==> config.mk <==
export PLATFORM = sky130hd
export DESIGN_NAME = clsb_ctrl
export DESIGN_NICKNAME = d
export VERILOG_FILES = /design/src/rtl/clsb_pkg.sv /design/src/rtl/clsb_ctrl.sv
export SDC_FILE = /design/constraint.sdc
export NUM_CORES = 1
export LEC_CHECK = 0
export BUFFER_PORTS_ARGS = -buffer_cell sky130_fd_sc_hd__buf_2
export CAP_MARGIN = 40
export CELL_PAD_IN_SITES_DETAIL_PLACEMENT = 1
export CELL_PAD_IN_SITES_GLOBAL_PLACEMENT = 1
export CORE_MARGIN = 3
export CORE_UTILIZATION = 29
export DETAILED_ROUTE_END_ITERATION = 7
export PLACE_DENSITY = 0.79
export SYNTH_ARGS = -nofsm -noshare
export SYNTH_HDL_FRONTEND = slang
export SYNTH_SLANG_ARGS = --single-unit
==> constraint.sdc <==
create_clock -name clk -period 2.63 [get_ports clk]
set_clock_uncertainty 0.2 [all_clocks]
set_input_delay 0.1315 -clock clk [delete_from_list [all_inputs] [get_ports clk]]
set_output_delay 0.1315 -clock clk [all_outputs]
set_load 0.01 [all_outputs]
==> src/rtl/clsb_pkg.sv <==
// Shared constants, codes and controller/datapath types of the link set builder.
`default_nettype none
package clsb_pkg;

  localparam int MAX_VERTICES = 1024;
  localparam int MAX_LINKS    = 1024;

  localparam int OPCODE_W = 2;
  localparam int VERTEX_W = 11;
  localparam int CLASS_W  = 10;
  localparam int STATUS_W = 3;
  localparam int COUNT_W  = 11;

  localparam int VADDR_W = $clog2(MAX_VERTICES);
  localparam int LIDX_W  = $clog2(MAX_LINKS);
  localparam int LCNT_W  = $clog2(MAX_LINKS + 1);

  localparam logic [OPCODE_W-1:0] OP_MAP   = 2'd0;
  localparam logic [OPCODE_W-1:0] OP_EDGE  = 2'd1;
  localparam logic [OPCODE_W-1:0] OP_CLEAR = 2'd2;

  typedef enum logic [STATUS_W-1:0] {
    ST_MAPPED  = 3'd0,
    ST_SAME    = 3'd1,
    ST_DUP     = 3'd2,
    ST_ADDED   = 3'd3,
    ST_FULL    = 3'd4,
    ST_CLEARED = 3'd5,
    ST_BAD     = 3'd6
  } status_t;

  typedef enum logic [2:0] {
    S_IDLE,
    S_DECODE,
    S_READ_B,
    S_COMPARE,
    S_SCAN,
    S_RESP
  } ctrl_state_t;

  typedef struct packed {
    logic    accept;
    logic    map_write;
    logic    clear_links;
    logic    rd_b;
    logic    cap_a;
    logic    cap_b;
    logic    scan_start;
    logic    scan_run;
    logic    append;
    logic    set_status;
    status_t code;
    logic    load_out;
  } dp_cmd_t;

  typedef struct packed {
    logic [OPCODE_W-1:0] opcode;
    logic                va_ok;
    logic                vb_ok;
    logic                same_class;
    logic                scan_hit;
    logic                scan_done;
    logic                table_full;
    logic                out_free;
  } dp_stat_t;

endpackage
`default_nettype wire

==> src/rtl/clsb_ctrl.sv <==
// Controller state machine that sequences each request through the datapath.
`default_nettype none
module clsb_ctrl
  import clsb_pkg::*;
(
  input  wire logic     clk,
  input  wire logic     rst,
  input  wire logic     item_valid,
  output logic          item_ready,
  input  wire dp_stat_t stat,
  output dp_cmd_t       cmd
);

  ctrl_state_t state;
  ctrl_state_t state_next;

  always_ff @(posedge clk) begin
    if (rst) begin
      state <= S_IDLE;
    end else begin
      state <= state_next;
    end
  end

  always_comb begin
    state_next = state;
    unique case (state)
      S_IDLE: begin
        if (item_valid) state_next = S_DECODE;
      end
      S_DECODE: begin
        if (stat.opcode == OP_EDGE && stat.va_ok && stat.vb_ok) begin
          state_next = S_READ_B;
        end else begin
          state_next = S_RESP;
        end
      end
      S_READ_B:  state_next = S_COMPARE;
      S_COMPARE: state_next = stat.same_class ? S_RESP : S_SCAN;
      S_SCAN: begin
        if (stat.scan_hit || stat.scan_done) state_next = S_RESP;
      end
      S_RESP: begin
        if (stat.out_free) state_next = S_IDLE;
      end
      default: state_next = S_IDLE;
    endcase
  end

  always_comb begin
    cmd        = '0;
    cmd.code   = ST_BAD;
    item_ready = 1'b0;
    unique case (state)
      S_IDLE: begin
        item_ready = 1'b1;
        cmd.accept = item_valid;
      end
      S_DECODE: begin
        cmd.set_status = 1'b1;
        case (stat.opcode)
          OP_MAP: begin
            cmd.map_write = stat.va_ok;
            cmd.code      = stat.va_ok ? ST_MAPPED : ST_BAD;
          end
          OP_EDGE: begin
            // fetch the source class; rd_b low selects vertex_a
            cmd.set_status = !(stat.va_ok && stat.vb_ok);
            cmd.code       = ST_BAD;
          end
          OP_CLEAR: begin
            cmd.clear_links = 1'b1;
            cmd.code        = ST_CLEARED;
          end
          default: cmd.code = ST_BAD;
        endcase
      end
      S_READ_B: begin
        cmd.rd_b  = 1'b1;
        cmd.cap_a = 1'b1;
      end
      S_COMPARE: begin
        cmd.cap_b      = 1'b1;
        cmd.scan_start = !stat.same_class;
        cmd.set_status = stat.same_class;
        cmd.code       = ST_SAME;
      end
      S_SCAN: begin
        cmd.scan_run = 1'b1;
        if (stat.scan_hit) begin
          cmd.set_status = 1'b1;
          cmd.code       = ST_DUP;
        end else if (stat.scan_done) begin
          cmd.set_status = 1'b1;
          cmd.append     = !stat.table_full;
          cmd.code       = stat.table_full ? ST_FULL : ST_ADDED;
        end
      end
      S_RESP: begin
        cmd.load_out = stat.out_free;
      end
      default: cmd = '0;
    endcase
  end

endmodule
`default_nettype wire

# Word-level counts from Yosys, hierarchy flattened
# Index checks and enable logic that the tools add are counted.
[word_totals]
out_inout_bits = 15
mem_count = 0
rom_bits = 0
in_bits = 12
ramBits = 0
wordCells = 45
register_bits = 3
latchBits = 0
[op_classes]
n_bitwise = 0
mux = 23
div = 0
n_eq_ne = 10
n_lt_le_gt_ge = 0
addsub = 0
n_mul = 0
n_shift = 0
n_reduce_logical = 11
[ops]
columns = ["op", "count"]
rows = [
  ["3-bit 2-to-1 mux", 6],
  ["3-bit one-hot mux with 6 select lines", 1],
  ["4-bit one-hot mux with 4 select lines", 1],
  ["1-bit 2-to-1 mux", 8],
  ["2-bit 2-to-1 mux", 4],
  ["3-bit by 2-bit equality test with 1-bit output (second input constant)", 2],
  ["3-bit equality test (second input constant)", 2],
  ["2-bit != test (second input constant)", 3],
  ["3-bit one-hot mux with 2 select lines", 1],
  ["5-bit 2-to-1 mux", 1],
  ["4-bit 2-to-1 mux", 1],
  ["3-bit by 1-bit equality test with 1-bit output (second input constant)", 1],
  ["1-bit logical AND", 3],
  ["1-bit logical NOT", 3],
  ["3-bit logical NOT", 1],
  ["3-bit AND reduction", 1],
  ["3-bit OR reduction", 1],
  ["2-bit by 1-bit equality test with 1-bit output (second input constant)", 1],
  ["2-bit equality test (second input constant)", 1],
  ["2-bit logical NOT", 1],
  ["1-bit logical OR", 1],
]

# Logic depth before layout (Yosys ltp)
# Gate-level depths: netlist of run 1.
[logic_depth]
depth_word = 5
depth_mapped = 5

# Worst setup path before layout of run 1
# Ideal clock, no wire load.
[synth_path]
kind = "register -> output"
startpoint = "reg state[1]"
endpoint = "out cmd[1] in the netlist's numbering"
path_stages_with_launch = 5
arrival_ps = 1295
setup_slack_ps = 1004
path_cell_list = "dfxtp_1 buf_4 nor3b_1 nor3b_2 nand2b_1"
[synth_lines]
columns = ["element", "line_no", "text"]
rows = [
  ["start: declaration", "clsb_ctrl.sv:14", "ctrl_state_t state;"],
  ["start signal: assignment", "clsb_ctrl.sv:21", "state <= state_next;"],
  ["end: declaration", "clsb_ctrl.sv:11", "output dp_cmd_t cmd"],
]

==> results.toml, run 1 <==
[logic_synthesis]
synth_top_cell_by_area = "dfxtp_1"
synth_edf_count = 0
synth_area_um2 = 445
synth-seq-area-share = 0.135
synthTopCellsByCount = "5 x nand2b_1, 5 x nor2_1"
synth_nets = 73
syn_inst = 61
avgSynthCellArea_um2 = 7.30
synth_flop_cell = "dfxtp_1"
synth_cell_type_count = 28
yosysWarnings = 0
ys_top_cells_by_area = "dfxtp_1 13%, nand2b_1 7.0%, buf_4 6.7%, nor2b_1 5.6%, nand4b_4 5.3%"
synth-seq-cells = 3
async_flop_share = 0
synth_top_area_share = 0.135

[layout]
layout.nets = 99
syn2layout_area_growth_pct = 32.6
num_antenna_cells = 0
regMostFlops = "state"
largest_reg_flops = 3
fin_area_um2 = 591
top_regs = "state (3)"
drive_gt1_frac = 0.407

[clocking]
numCtsBuffers = 3
ctsLongestPathBuffers = 2
cts_hold_buf = 1
clk_latency_ns = 0.24
tritoncts = "built"
cts_sinks = 3
clockRootBuffer = "clkbuf_4"
clkTransAtPathRegs_ns = 0.04
htreeDepth = 1
cts_setup_buffers = 0
cts_resized = 0

[sta]
finalHoldViolCount = 0
min_period_ns = 1.96
tightestPinTransition_ns = 0.593
slew_viol_final = 0
fmax_mhz = 511
setup_tns_ns = 0
rsz0062_at_grt = "false"
relSlewSlack = 0.604
setup_violations = 0
finalCritPeriodShare = 0.744

[floorplanning]
initial_core_util = 0.326
ioPinCount = 27
die_h_um = 45.2
die-area_um2 = 2040
fp.dieW_um = 45.2
coreArea_um2 = 1370
num_rows = 13

[global_route]
antenna_found_initial = 0
grt_pass1_wl_um = 2060
top_usage_layer = "met2"
use_met3 = 0.00398
grt_util_met1 = 0.152
grt_util_all_layers = 0.135
grt_start_max_net_pins = 21
overflow = 0
grt_pass1_vias = 474
met2_usage = 0.251

[drt]
wl_um = 1210
ant_nets = 0
post-route-drc-count = 0
post_drt_wl_per_cell_um = 12.0
drt-pass1-iter-count = 2
viasPerCell = 5.16
vias = 521
first_iter_violations = 1

[worst_setup_path]
cpPeakStageDelay_ns = 0.65
start_kind = "flop"
path_class = "flop to primary output"
required_ns = 2.30
critPathMaxFanout = 18
cpLargestDelayFamily = "flip-flops"
path_buf_inv = 1
cp_cell_sequence = "nor3b_1 -> nor3b_2 -> nand2b_1 -> buf_2"
cp_slowest_cell = "dfxtp_1"
endpoint_kind = "primary output"
cp.arrival_ns = 1.63

[placed_design]
dp_hpwl_um = 940
globalplace.congestion = 0.658
place_area_um2 = 554
numPortBuffers = 26

[worst_hold_path]
hold_path.class = "primary input to flop"

[power]
p_leak_nw = 0.292
ir_drop_mv = 0.126
p_per_area_nw_per_um2 = 400

[outcome]
status = "finished, final reports clean"

[flow_run]
cap_violations = 0
==> per-stage QoR <==
step           power [mW]  worst slack [ns]  hold WS, ns   util  cells
2_1_floorplan       0.119              1.00     -0.00385      -     61
3_3_place_gp        0.149             0.967        0.132  0.406     96
3_5_place_dp        0.151             0.908        0.137  0.406     96
4_1_cts             0.242             0.634       0.0435  0.432    101
5_1_grt             0.256             0.498        0.105  0.432    101
6_report            0.236             0.673       0.0429  0.432    101
==> routing by layer <==
layer / part of all wire / wire length (um)
met1: 0.43 / 517
met2: 0.49 / 598
met3: 0.056 / 68
met4: 0.021 / 26
met5: 0 / 0
==> path summary, 6_finish.rpt <==
path / startpoint / endpoint / slack, ns / depth (start not counted)
worst max-delay path: state[2]$_SDFFE_PP0P_ / cmd[1] / 0.67 / 4
worst min-delay path: stat[0] / state[2]$_SDFFE_PP0P_ / 0.04 / 4
worst max register to register: state[0]$_SDFFE_PP0P_ / state[2]$_SDFFE_PP0P_ / 0.99 / 2
worst min register to register: state[2]$_SDFFE_PP0P_ / state[1]$_SDFFE_PP0P_ / 0.57 / 1
==> cells in the final DEF, fill, tap and decap left out, types with 4 or more instances in the layout <==
master	count
buf_2	26
nor2_1	5
nand2b_1	5
nor3_1	4
nor2b_1	4
nand2_1	4
==> power by group <==
part           total (mW)  switching, mW  internal, mW
Sequential         0.0668         0.0173        0.0495
Combinational      0.0828         0.0401        0.0427
Clock              0.0863         0.0291        0.0572
Total               0.236         0.0865         0.149
==> worst register-to-register path, cell delays in order, from the launching register on <==
cell       delay, ns
dfxtp_1         0.69
o21ai_0         0.18
a2111oi_0       0.45
==> cell families (layout without fill, tap and decap cells) <==
family / count (synthesis) / after routing / share of synthesized area
AO/OA/AOI/OAI: 14 / 14 / 0.233
buffers and inverters: 9 / 34 / 0.115
flip-flops: 3 / 3 / 0.135
AND/OR/NAND/NOR: 35 / 35 / 0.517
==> area by class of cell <==
cell class              instances  area, um2
flip-flops and latches          3       60.1
inverters                       3       11.3
fillers                       193        776
repair buffers                 27        140
clock buffers                   4       26.3
well taps                      15       18.8
multi-input cells              49        334
Power figures use the tool's default switching activity.
==> run 2, diff against run 1 <==
Settings changed: CORE_ASPECT_RATIO set to 0.75, CORE_UTILIZATION 29 to 24, PLACE_DENSITY 0.79 to 0.7.
Clock period 2.63 ns to 1.8 ns, I/O delays scaled along.
==> run 2 against run 1 <==
Design area rose by 6.8%. Via count rose by 7.3%. Total power rose by 55%. Combinational power rose by 74%. Sequential share of layout area fell by 0.25 points. Flip-flop and latch count did not move. Utilization fell by 4.0 points. Register-to-register slack got worse by 0.69 ns. Critical path type unchanged.
==> results.toml, run 2 (same netlist as run 1, synthesis figures left out) <==
[flow_run]
cap_violations = 0

[layout]
num_antenna_cells = 0
utilization = 0.393
drive_gt1_frac = 0.449
final_cell_mix = "26 x buf_2, 5 x nor2_1, 5 x nand2b_1"
layout.nets = 102
syn2layout_area_growth_pct = 41.6
largest_reg_flops = 3
final_common_cell = "buf_2"
top_regs = "state (3)"
num-fill-cells = 222
regMostFlops = "state"

[global_route]
grt_pass1_wl_um = 2360
grt_pass1_vias = 521
grt_util_all_layers = 0.133
grt_start_max_net_pins = 19
overflow = 0
antenna_found_initial = 0

[floorplanning]
die_h_um = 43.3
ioPinCount = 27
coreArea_um2 = 1610
num_rows = 12
fp.dieW_um = 55.7
initial_core_util = 0.277
die-area_um2 = 2410

[drt]
wl_um = 1490
post_drt_wl_per_cell_um = 13.5
first_iter_violations = 10
viasPerCell = 5.08
post-route-drc-count = 0
vias = 559
drt-pass1-iter-count = 4
ant_nets = 0

[worst_setup_path]
path_class = "flop to primary output"
required_ns = 1.51
start_kind = "flop"
critPathMaxFanout = 13
endpoint_kind = "primary output"
cp.arrival_ns = 1.40

[clocking]
clockRootBuffer = "clkbuf_4"
tritoncts = "built"
htreeDepth = 1
clk_latency_ns = 0.25
clkTransAtPathRegs_ns = 0.04
numCtsBuffers = 3
ctsLongestPathBuffers = 2
cts_sinks = 3

[worst_hold_path]
hold_path.class = "primary input to flop"

[sta]
finalCritPeriodShare = 0.936
slew_viol_final = 0
setup_violations = 0
min_period_ns = 1.69
finalHoldViolCount = 0
relSlewSlack = 0.711
tightestPinTransition_ns = 0.423
rsz0062_at_grt = "false"
fmax_mhz = 593
setup_tns_ns = 0

[power]
p_leak_nw = 0.311
ir_drop_mv = 0.221
p_per_area_nw_per_um2 = 581

[outcome]
status = "finished, final reports clean"

[placed_design]
globalplace.congestion = 0.668
dp_hpwl_um = 1060
numPortBuffers = 26
[run 2: changes by cell type in the layout (fill, tap and decap cells not counted), sizes merged]
| cell | before | now |
|---|---|---|
| buf | 26 | 28 |
| dlygate4sd3 | 1 | 2 |
[run 2: routing by layer]
metal	track usage	up-vias	part of all wire
met4	0.126	0	0.017
met1	0.140	260	0.43
li1	-	275	-
met2	0.198	21	0.48
met5	0	-	0
met3	0.0608	3	0.080
[run 2: layout make-up]
cell class                 instances  area [um2]  area share
multi-input combinational         49         339       0.538
clock buffer                       4        26.3      0.0417
inverter                           3        11.3      0.0179
sequential                         3        62.6      0.0992
tap                               21        26.3      0.0417
timing repair buffer              30         165       0.262
[run 2: final timing paths]
kind                                       startpoint                     to  slack (ns)  cells past startpoint
worst max-delay path            state[2]$_SDFFE_PP0P_                 cmd[2]        0.11                      4
worst min-delay path                          stat[4]  state[0]$_SDFFE_PP0P_        0.04                      4
worst max register to register  state[0]$_SDFFE_PP0P_  state[2]$_SDFFE_PP0P_        0.30                      2
worst min register to register  state[1]$_SDFFE_PP0P_  state[1]$_SDFFE_PP0P_        0.49                      2
[run 2: metrics by stage]
stage	hold slack, ns	setup WS [ns]	std cells	instance area (um2)	power [mW]
2_1_floorplan	-0.0454	0.215	61	445	0.174
4_1_cts	0.0402	0.00544	110	624	0.368
3_5_place_dp	0.0903	0.264	104	577	0.229
3_3_place_gp	0.0908	0.310	104	577	0.225
5_1_grt	0.0639	0.0175	110	631	0.395
6_report	0.0385	0.115	110	631	0.367
[run 2: where the power goes]
group          internal (mW)  leakage [nW]  total [mW]  switching [mW]
Sequential            0.0731        0.0254      0.0904          0.0173
Combinational         0.0705         0.270       0.144          0.0739
Clock                 0.0839        0.0150       0.132          0.0480
[run 2: critical path: stages, from the launching register on]
cell	delay, ns
dfxtp_1	0.40
buf_4	0.22
nor3_1	0.08
o32ai_1	0.26
buf_2	0.18
[run 2: what timing repair did]
item / in CTS / in global routing
hold buffers: 2 / 0
pin swaps: 0 / 0
hold endpoints to repair: 3 / 0
cloned: 0 / 0
buffers inserted: 0 / 0
setup endpoints to repair: 1 / 5
gates resized for setup: 1 / 2
